[src/rtl/sps_pkg.sv]
`default_nettype none

package sps_pkg;

  // width of the number fields on the ports
  localparam int unsigned NUMBER_W  = 16;

  // number of prime store entries and width of the arithmetic
  localparam int unsigned CELLS     = 16;
  localparam int unsigned NUM_WIDTH = 16;

  // derived widths
  localparam int unsigned CNT_W = $clog2(CELLS + 1);
  localparam int unsigned IDX_W = (CELLS > 1) ? $clog2(CELLS) : 1;
  localparam int unsigned BIT_W = $clog2(NUM_WIDTH);

  // sequencer state codes
  localparam logic [2:0] ST_IDLE = 3'd0;
  localparam logic [2:0] ST_NEXT = 3'd1;
  localparam logic [2:0] ST_LOAD = 3'd2;
  localparam logic [2:0] ST_DIV  = 3'd3;
  localparam logic [2:0] ST_EMIT = 3'd4;

endpackage

`default_nettype wire

[src/rtl/sps_if.sv]
`default_nettype none

// candidate channel
interface sps_cand_if
  import sps_pkg::*;
();
  logic                valid;
  logic                ready;
  logic [NUMBER_W-1:0] number;
  logic                restart;

  modport source (output valid, output number, output restart, input ready);
  modport sink   (input valid, input number, input restart, output ready);
endinterface

// prime result channel
interface sps_prime_if
  import sps_pkg::*;
();
  logic                valid;
  logic                ready;
  logic [NUMBER_W-1:0] prime;
  logic                stored;

  modport source (output valid, output prime, output stored, input ready);
  modport sink   (input valid, input prime, input stored, output ready);
endinterface

`default_nettype wire

[src/rtl/streaming_prime_sieve_core.sv]
`default_nettype none

// Streaming prime sieve.
// cand_i carries a candidate number and a restart bit. Restart empties the
// prime store before that number is handled. A number below two gives no
// result. Every other number is divided by each stored prime in turn; if
// none divides it, it leaves on prime_o with stored = 1 when it was appended
// to the store, or stored = 0 when the store already held CELLS primes.
// One transaction is worked at a time: cand_i.ready is high only while the
// sequencer is idle. A shared restoring divider produces one remainder bit
// per cycle; each stored prime passes a read step, a load step and NUM_WIDTH
// divide steps. A survivor goes through these for each stored prime and then
// the emit step, after which the sequencer is idle again and can take the
// next candidate; a number below two never leaves the idle state.
// A rejected number returns to idle on the divide step that finds a zero
// remainder. The result sits in an output register, so a new candidate may
// be accepted while it waits; if the receiver still stalls when the next
// result is ready, the sequencer holds in its emit step.
// Reset empties the store and clears the output valid; no clearing pass is
// needed since only entries below the fill count are ever used.

module streaming_prime_sieve_core
  import sps_pkg::*;
(
  input  wire               clk_i,
  input  wire               rst_ni,
  sps_cand_if.sink          cand_i,
  sps_prime_if.source       prime_o
);

  logic [2:0]           state_q, state_d;
  logic [NUM_WIDTH-1:0] num_q, num_d;
  logic [CNT_W-1:0]     count_q, count_d;
  logic [CNT_W-1:0]     idx_q, idx_d;
  logic [BIT_W-1:0]     bit_q, bit_d;
  logic [NUM_WIDTH-1:0] rem_q, rem_d;
  logic [NUM_WIDTH-1:0] div_q, div_d;

  logic [NUM_WIDTH-1:0] store_q [CELLS];
  logic [NUM_WIDTH-1:0] rd_q;

  logic                 out_valid_q, out_valid_d;
  logic [NUMBER_W-1:0]  out_prime_q, out_prime_d;
  logic                 out_stored_q, out_stored_d;

  logic                 cand_fire;
  logic                 out_free;
  logic                 store_we;
  logic                 has_room;
  logic [NUM_WIDTH:0]   rem_sh;
  logic [NUM_WIDTH:0]   rem_diff;
  logic [NUM_WIDTH-1:0] rem_nxt;
  logic                 divisible;

  assign cand_i.ready  = (state_q == ST_IDLE);
  assign cand_fire     = cand_i.valid && cand_i.ready;
  assign out_free      = !out_valid_q || prime_o.ready;
  assign has_room      = (count_q < CNT_W'(CELLS));

  assign prime_o.valid  = out_valid_q;
  assign prime_o.prime  = out_prime_q;
  assign prime_o.stored = out_stored_q;

  // shared restoring divider step: one remainder bit per cycle
  assign rem_sh    = {rem_q, num_q[bit_q]};
  assign rem_diff  = rem_sh - {1'b0, div_q};
  assign rem_nxt   = rem_diff[NUM_WIDTH] ? rem_sh[NUM_WIDTH-1:0] : rem_diff[NUM_WIDTH-1:0];
  assign divisible = (rem_nxt == '0) && (div_q >= NUM_WIDTH'(2));

  // sequencer
  always_comb begin
    state_d      = state_q;
    num_d        = num_q;
    count_d      = count_q;
    idx_d        = idx_q;
    bit_d        = bit_q;
    rem_d        = rem_q;
    div_d        = div_q;
    out_valid_d  = out_valid_q && !prime_o.ready;
    out_prime_d  = out_prime_q;
    out_stored_d = out_stored_q;
    store_we     = 1'b0;
    unique case (state_q)
      ST_IDLE: begin
        if (cand_fire) begin
          num_d = cand_i.number[NUM_WIDTH-1:0];
          idx_d = '0;
          if (cand_i.restart) begin
            count_d = '0;
          end
          if (cand_i.number[NUM_WIDTH-1:0] >= NUM_WIDTH'(2)) begin
            state_d = ST_NEXT;
          end
        end
      end
      ST_NEXT: begin
        if (idx_q == count_q) begin
          state_d = ST_EMIT;
        end else begin
          state_d = ST_LOAD;
        end
      end
      ST_LOAD: begin
        div_d   = rd_q;
        rem_d   = '0;
        bit_d   = BIT_W'(NUM_WIDTH - 1);
        state_d = ST_DIV;
      end
      ST_DIV: begin
        rem_d = rem_nxt;
        bit_d = bit_q - 1'b1;
        if (bit_q == '0) begin
          if (divisible) begin
            state_d = ST_IDLE;
          end else begin
            idx_d   = idx_q + 1'b1;
            state_d = ST_NEXT;
          end
        end
      end
      ST_EMIT: begin
        if (out_free) begin
          out_valid_d  = 1'b1;
          out_prime_d  = NUMBER_W'(num_q);
          out_stored_d = has_room;
          if (has_room) begin
            store_we = 1'b1;
            count_d  = count_q + 1'b1;
          end
          state_d = ST_IDLE;
        end
      end
      default: begin
        state_d = ST_IDLE;
      end
    endcase
  end

  // control registers
  always_ff @(posedge clk_i or negedge rst_ni) begin
    if (!rst_ni) begin
      state_q     <= ST_IDLE;
      count_q     <= '0;
      idx_q       <= '0;
      bit_q       <= '0;
      out_valid_q <= 1'b0;
    end else begin
      state_q     <= state_d;
      count_q     <= count_d;
      idx_q       <= idx_d;
      bit_q       <= bit_d;
      out_valid_q <= out_valid_d;
    end
  end

  // payload registers
  always_ff @(posedge clk_i) begin
    num_q        <= num_d;
    rem_q        <= rem_d;
    div_q        <= div_d;
    out_prime_q  <= out_prime_d;
    out_stored_q <= out_stored_d;
  end

  // prime store: one write port, one registered read port
  always_ff @(posedge clk_i) begin
    if (store_we) begin
      store_q[count_q[IDX_W-1:0]] <= num_q;
    end
    rd_q <= store_q[idx_q[IDX_W-1:0]];
  end

  // fill count never passes the store depth
  a_count_bound: assert property (@(posedge clk_i) disable iff (!rst_ni)
    count_q <= CNT_W'(CELLS))
    else $error("prime count exceeds store depth");

  // scan index stays within the filled part of the store
  a_idx_bound: assert property (@(posedge clk_i) disable iff (!rst_ni)
    (state_q != ST_IDLE) |-> (idx_q <= count_q))
    else $error("scan index beyond fill count");

  // partial remainder stays below the divisor
  a_rem_bound: assert property (@(posedge clk_i) disable iff (!rst_ni)
    (state_q == ST_DIV) |-> (rem_q < div_q))
    else $error("divider remainder out of range");

  // a stored result grows the store by one entry
  a_count_grow: assert property (@(posedge clk_i) disable iff (!rst_ni)
    (state_q == ST_EMIT && out_free && has_room) |=> (count_q == $past(count_q) + 1'b1))
    else $error("store count did not advance on stored prime");

  // a result reaches the output only from the emit step
  a_emit_src: assert property (@(posedge clk_i) disable iff (!rst_ni)
    (!out_valid_q || prime_o.ready) && $past(state_q) != ST_EMIT |-> !out_valid_q
      || $past(out_valid_q))
    else $error("result appeared without emit step");

endmodule

`default_nettype wire
[src/flat_wrapper.sv]
// flat-port wrapper written by rule: the top's interface ports become plain ports
module streaming_prime_sieve_core_flat import sps_pkg::*;
  (clk_i, rst_ni, cand_i_valid, cand_i_number, cand_i_restart, cand_i_ready, prime_o_valid, prime_o_prime, prime_o_stored, prime_o_ready);
  sps_cand_if cand_i_i ();
  sps_prime_if prime_o_i ();
  input  wire clk_i;
  input  wire rst_ni;
  input wire logic [$bits(cand_i_i.valid)-1:0] cand_i_valid;
  input wire logic [$bits(cand_i_i.number)-1:0] cand_i_number;
  input wire logic [$bits(cand_i_i.restart)-1:0] cand_i_restart;
  output wire logic [$bits(cand_i_i.ready)-1:0] cand_i_ready;
  output wire logic [$bits(prime_o_i.valid)-1:0] prime_o_valid;
  output wire logic [$bits(prime_o_i.prime)-1:0] prime_o_prime;
  output wire logic [$bits(prime_o_i.stored)-1:0] prime_o_stored;
  input wire logic [$bits(prime_o_i.ready)-1:0] prime_o_ready;
  assign cand_i_i.valid = cand_i_valid;
  assign cand_i_i.number = cand_i_number;
  assign cand_i_i.restart = cand_i_restart;
  assign cand_i_ready = cand_i_i.ready;
  assign prime_o_valid = prime_o_i.valid;
  assign prime_o_prime = prime_o_i.prime;
  assign prime_o_stored = prime_o_i.stored;
  assign prime_o_i.ready = prime_o_ready;
  streaming_prime_sieve_core u_core (.clk_i(clk_i), .rst_ni(rst_ni), .cand_i(cand_i_i), .prime_o(prime_o_i));
endmodule
[config.mk]
export PLATFORM = sky130hd
export DESIGN_NAME = streaming_prime_sieve_core_flat
export DESIGN_NICKNAME = d
export VERILOG_FILES = /design/src/rtl/sps_pkg.sv /design/src/rtl/sps_if.sv /design/src/rtl/streaming_prime_sieve_core.sv /design/src/flat_wrapper.sv
export SDC_FILE = /design/constraint.sdc
export NUM_CORES = 1
export LEC_CHECK = 0
export BUFFER_PORTS_ARGS = -buffer_cell sky130_fd_sc_hd__buf_2
export CORE_ASPECT_RATIO = 0.5
export CORE_UTILIZATION = 31
export DETAILED_ROUTE_END_ITERATION = 8
export GPL_TIMING_DRIVEN = 0
export PLACE_DENSITY_LB_ADDON = 0.15
export SETUP_SLACK_MARGIN = 0.4
export SLEW_MARGIN = 30
export SYNTH_ARGS = -nofsm -noshare
export SYNTH_HDL_FRONTEND = slang
export SYNTH_SLANG_ARGS = --single-unit
export TNS_END_PERCENT = 20
[constraint.sdc]
create_clock -name clk_i -period 5.2 [get_ports clk_i]
set_input_delay 0.52 -clock clk_i [delete_from_list [all_inputs] [get_ports clk_i]]
set_output_delay 0.52 -clock clk_i [all_outputs]
set_load 0.01 [all_outputs]
Yosys cells after proc, flatten, opt, wreduce, memory -nomap -nowiden
Memories as Yosys holds them, arrays and structs flattened. A register that Yosys moved wholly into a read port is not among the register bits.
Index checks and enable logic that the tools add are counted.
{ "word_totals": {"regBits": 83, "ramBits": 256, "out_inout_bits": 19, "input_bits": 21, "memories": 1} }
{ "classes": {"reduce_logical": 17, "mux": 28, "add_sub_neg": 4, "magnitude_cmp": 4, "eq_ne": 12} }
{ "memory_table": {"columns": ["name", "depth", "word_bits", "rd", "rd_ports_with_merged_regs", "write_ports", "line", "rtl"], "rows": [
  ["u_core.store_q", 16, 16, 1, 1, 1, "streaming_prime_sieve_core.sv:39", "logic [NUM_WIDTH-1:0] store_q [CELLS];"]
]} }
{ "op_table": {"columns": ["cell", "count"], "rows": [
  ["$mux W5", 7],
  ["$ge A16 B2 Y1 const B", 2],
  ["$pmux W16 S2", 1],
  ["$pmux W5 S2", 2],
  ["$sub A17 B16 Y17", 1],
  ["$logic_not A16 Y1", 1],
  ["$mux W16", 1],
  ["$mux W3", 5],
  ["$pmux W3 S5", 1],
  ["$add A5 B1 Y5 const B", 2],
  ["$mux W1", 9],
  ["$ne A2 B2 Y1 const B", 4],
  ["$pmux W4 S2", 1],
  ["$reduce_and A4 Y1", 2],
  ["$eq A3 B2 Y1 const B", 2],
  ["$ne A2 B1 Y1 const B", 3],
  ["$reduce_bool A2 Y1", 3],
  ["$eq A5 B5 Y1", 1],
  ["$lt A4 B5 Y1 const B", 1],
  ["$lt A5 B5 Y1 const B", 1],
  ["$reduce_and A5 Y1", 1],
  ["$bmux W1 S4", 1],
  ["$logic_not A4 Y1", 1],
  ["$reduce_and A2 Y1", 2],
  ["other kinds (7)", 10]
]} }

Depth between registers and ports, before layout
{ "logic_depth": {"word_depth": 9, "ltp_mapped": 18, "depth_no_buf": 15} }

Least setup slack after synthesis
OpenSTA, ideal clock, no wires.
{ "synth_path": {"path_kind": "register to register", "start": "reg u_core.bit_q[0]", "end": "reg u_core.idx_q[3]", "required_time_ns": 5.131, "setup_slack_ns": 0.819, "path_stages_with_launch": 19, "period_less_slack_ns": 4.381, "arrival_ns": 4.312, "path_cell_list": "dfrtp_1 > clkbuf_1 > mux4_2 > mux4_2 > inv_1 > ha_1 > fa_1 > nor2b_1 > o21a_4 > o31ai_4 > nand3b_1 > a21oi_2 > xnor2_1 > buf_6 > mux2_4 > and4_4 > buf_6 > or4_1 > nand3_1"} }
{ "synth_via": {"elab_chain_cells": 8} }
{ "synth_rtl": {"columns": ["element", "line", "rtl"], "rows": [
  ["from (decl)", "streaming_prime_sieve_core.sv:35", "logic [BIT_W-1:0] bit_q, bit_d;"],
  ["from (signal assigned)", "streaming_prime_sieve_core.sv:151", "bit_q <= bit_d;"],
  ["$bmux W1 S4", "streaming_prime_sieve_core.sv:65", "assign rem_sh = {rem_q, num_q[bit_q]};"],
  ["$mux W1 (implied by the code)", "streaming_prime_sieve_core.sv:65", null],
  ["$sub A17 B16 Y17", "streaming_prime_sieve_core.sv:66", "assign rem_diff = rem_sh - {1'b0, div_q};"],
  ["$mux W16", "streaming_prime_sieve_core.sv:67", "assign rem_nxt = rem_diff[NUM_WIDTH] ? rem_sh[NUM_WIDTH-1:0] : rem_diff[NUM_WIDTH-1:0];"],
  ["$logic_not A16 Y1", "streaming_prime_sieve_core.sv:68", "assign divisible = (rem_nxt == '0) && (div_q >= NUM_WIDTH'(2));"],
  ["$logic_and A1 B1 Y1", "streaming_prime_sieve_core.sv:68", null],
  ["$ne A2 B2 Y1 (no source line)", null, null],
  ["$reduce_and A4 Y1 (no source line) (*)", null, null],
  ["to (signal assigned)", "streaming_prime_sieve_core.sv:150", "idx_q <= idx_d;"],
  ["to (decl)", "streaming_prime_sieve_core.sv:34", "logic [CNT_W-1:0] idx_q, idx_d;"]
]} }
Mark *: on every way between the ends. The rest lies on a longest branch, timed or not. The select of a mux whose other input is x is not followed.
A chain may end at the register's enable or synchronous reset.

Worst setup path in the final report
Ends and elaborated chain as after synthesis.

==> impl_results.md <==
- Status: finished clean
- Finished Cell Area: 0.0175 mm^2
- Dpl hpwl: 24700 um
- Die ar.: 0.0481 mm^2
- Initial drt markers: 656
- Yosys warning count: 0
- Layout cells sized above 1: 28.8%
- CTS Buf Count: 36
- RSZ-0062 raised after global routing: false
- Post-Syn Area per Cell: 18.2 um^2
- Hold path cells: 1
- Main synth FF type: edfxtp_1
- Routability congestion estimate: 0.808
- Pwr Density: 530 mW/mm^2
- Antenna-violating nets left: 0
- Slew HR: 34.2%
- Final Cycle Share: 88.6%
- Vias per cell: 4.88
- Critical Path Source: u_core.bit_q[0]$_DFFE_PN0P_
- Final hold vios: 0
- WP data required: 5.66 ns
- Area post-placement: 0.0161 mm^2
- Fmax: 0.217 GHz
- FP Rows: 55
- MaxCap Viol Count: 0
- Unique masters post-synth: 65
- DRC: 0
- Worst skew pair latency: 0.54 ns
- Hold path start: cand_i_number[0]
- IO Count: 40
- Crit. End Element: register
- CTS H-tree lvls: 2
- Starting Density: 31.9%
- Syn nets: 850
- Nets: 976
- Clk_skew: 0.0251 ns
- Setup CP Type: register to register
- Clock transition at path regs: 0.06 ns
- Overflow after GRT: 0
- Min-Delay Endpoint: u_core.num_q[0]$_DFFE_PP_
- FF-to-FF setup slack: 0.59 ns
- Setup_tns: 0 ns
- Reg2Reg Launch Point: u_core.bit_q[0]$_DFFE_PN0P_
- Die W: 309 um
- Routed length per placed instance: 22.9 um
- CTS sink count: 355
- Clk root buf: clkbuf_16
- Post-synth ARST share: 5.07%
- Register area share after synthesis: 71.1%
- Initial antenna violation count: 3
- WP data arrival: 5.06 ns
- Port bufs: 39
- LEAKAGE: 5.92 nW
- Largest net degree at the start of global routing: 26
- Longest Clk Path Bufs: 3
- Startpoint types: register
- TritonCTS clock tree: yes
- Area delta synth->final: 19.8%
- Worst min path class: input port to register
- Worst-margin pin slew: 0.987 ns
- RR Endpoint: u_core.idx_q[3]$_DFFE_PN0P_
- Post-synth EDFFs: 321
- Maximum vdd drop: 0.208 mV
- Die Ht: 156 um
- 1st-pass router iterations: 5
- Worst-case reg-to-reg path depth: 18
- Area of the core: 0.0459 mm^2
- Final Max Slew Viols: 0
- Final wirelength: 36300 um
- Vias post-DR: 7735
- #FFs+latches synth: 355
- Tmin final: 4.61 ns
- Vias in the first global route: 7980
- CP Max Fanout: 8
- Cells after Synth: 806
- Total GRT Usage: 15.5%
- First-pass GRT wire length: 53500 um
- N_diodes: 0
- Post-Syn Area: 0.0146 mm^2
- Final Setup Violations: 0
## per-stage QoR
stage / hold WS, ns / total power, W / utilization (%) / worst slack (ns) / std cells
after floorplan: 0.224 / 0.00572 / - / 0.819 / 806
after global placement: 0.389 / 0.00655 / 34.0 / 0.0142 / 1472
after detailed placement: 0.389 / 0.00659 / 35.1 / -0.00271 / 1496
after CTS: 0.130 / 0.00933 / 38.1 / 0.421 / 1581
after global routing: 0.126 / 0.00979 / 38.2 / 0.411 / 1585
final: 0.153 / 0.00929 / 38.2 / 0.595 / 1585
## synthesized netlist by cell type, types with 4 or more instances
| library cell | count | area share, % |
|---|---|---|
| a211o_1 | 4 | 0.24 |
| a21o_1 | 7 | 0.36 |
| a21oi_1 | 22 | 0.75 |
| a31oi_1 | 6 | 0.26 |
| and2_1 | 10 | 0.43 |
| buf_1 | 5 | 0.13 |
| buf_2 | 4 | 0.14 |
| clkbuf_1 | 28 | 0.72 |
| dfrtp_1 | 18 | 3.1 |
| dfxtp_1 | 16 | 2.2 |
| edfxtp_1 | 321 | 66 |
| ha_1 | 22 | 1.9 |
| inv_1 | 32 | 0.82 |
| mux2i_1 | 15 | 1.0 |
| mux4_2 | 85 | 13 |
| nand2_1 | 25 | 0.64 |
| nand2b_1 | 5 | 0.21 |
| nand3_1 | 13 | 0.44 |
| nor2_1 | 39 | 1.0 |
| nor2b_1 | 8 | 0.34 |
| nor3_1 | 18 | 0.62 |
| nor4_1 | 12 | 0.51 |
| o211ai_1 | 4 | 0.21 |
| o21ai_0 | 15 | 0.51 |
| xnor2_1 | 13 | 0.78 |
| xor2_1 | 4 | 0.24 |
## metal layers
| metal | track usage (%) | routed length (um) |
|---|---|---|
| met1 | 22.4 | 17300 |
| met2 | 24.3 | 16900 |
| met3 | 2.42 | 1550 |
| met4 | 3.65 | 528 |
| met5 | 0 | 0 |
## worst max path at each step
stage / to / depth (start not counted) / slack, ns
final: u_core.idx_q[3]$_DFFE_PN0P_ / 18 / 0.59
after global routing: u_core.idx_q[0]$_DFFE_PN0P_ / 17 / 0.41
after CTS: u_core.idx_q[3]$_DFFE_PN0P_ / 18 / 0.42
after detailed placement: u_core.idx_q[3]$_DFFE_PN0P_ / 18 / -0.003
after global placement: u_core.idx_q[3]$_DFFE_PN0P_ / 17 / 0.01
after floorplan: u_core.idx_q[3]$_DFFE_PN0P_ / 18 / 0.82
## sequential cells by signal, summed over array words and instances (netlist names), 4 cells and up
signal / flops
u_core.bit_q: 4
u_core.idx_q: 5
u_core.div_q: 16
u_core.rd_q: 16
u_core.store_q: 256
u_core.rem_q: 16
u_core.prime_o.prime: 16
u_core.count_q: 5
u_core.num_q: 16
## worst max-delay path, stage by stage (launching register included)
cell and delay [ns]:
dfrtp_1 0.36, buf_8 0.16, mux4_2 0.55, mux4_2 0.56, inv_1 0.11, ha_2 0.20, fa_2 0.24, nor2b_1 0.08
o21a_4 0.25, o31ai_4 0.20, nand3b_1 0.12, a21oi_2 0.20, xnor2_2 0.16, buf_6 0.15, mux2_4 0.29, and4_4 0.19
buf_6 0.13, or4_1 0.46, nand3_1 0.09
## cells by family (layout without fill, tap and decap cells)
kind of cell             after synthesis  count (layout)  share of synthesized area [%]
adder cells (fa/ha/maj)               23              23                           2.02
multiplexers                         105             105                           14.5
AO/OA/AOI/OAI                         89              89                           4.34
buffers and inverters                 71             223                           1.96
flip-flops                           355             355                           71.1
XOR/XNOR                              17              17                           1.02
AND/OR/NAND/NOR                      146             146                           5.01
## power breakdown
group,switching [W],internal [W],leakage [nW],total [W]
Combinational,0.00168,0.00142,2.08,0.00310
Clock,0.00110,0.00153,0.565,0.00263
Sequential,0.000167,0.00340,3.27,0.00357
## layout make-up
cell class	instances	area (um^2)
inverter	32	120
tap	627	785
sequential	355	10400
buffer	39	191
timing repair buffer	88	781
clock buffer	41	920
fill	4247	28400
clock inverter	23	256
multi-input combinational	380	4070
## cells in the final DEF, fill, tap and decap left out, types with 5 or more instances in the layout
cell type	synthesis	final
buf_4	0	36
buf_2	4	45
ha_1	22	21
dfxtp_1	16	16
and2_1	10	10
a21oi_1	22	22
inv_1	32	32
a31oi_1	6	6
nand3_1	13	13
mux2i_1	15	15
nand2b_1	5	5
nand2_1	25	25
nor3_1	18	14
nor4_1	12	12
bufinv_16	0	5
nor2_4	0	13
nor2_1	39	26
nor2b_1	8	8
clkbuf_1	28	23
buf_16	0	10
a21o_1	7	7
clkbuf_2	0	9
clkinv_1	0	8
clkbuf_16	0	36
o21ai_0	15	14
mux4_2	85	85
dfrtp_1	18	18
xnor2_1	13	12
edfxtp_1	321	321
## repair_timing
item                       in CTS  in global routing
gates cloned                    0                  0
setup endpoints to repair      16                 14
hold buffers                    1                  0
resized for setup               4                  7
buffers inserted               20                  4
pin swaps                       0                  6
hold endpoints to repair       18                  0
Note: power is estimated with default switching activity, not from simulation.
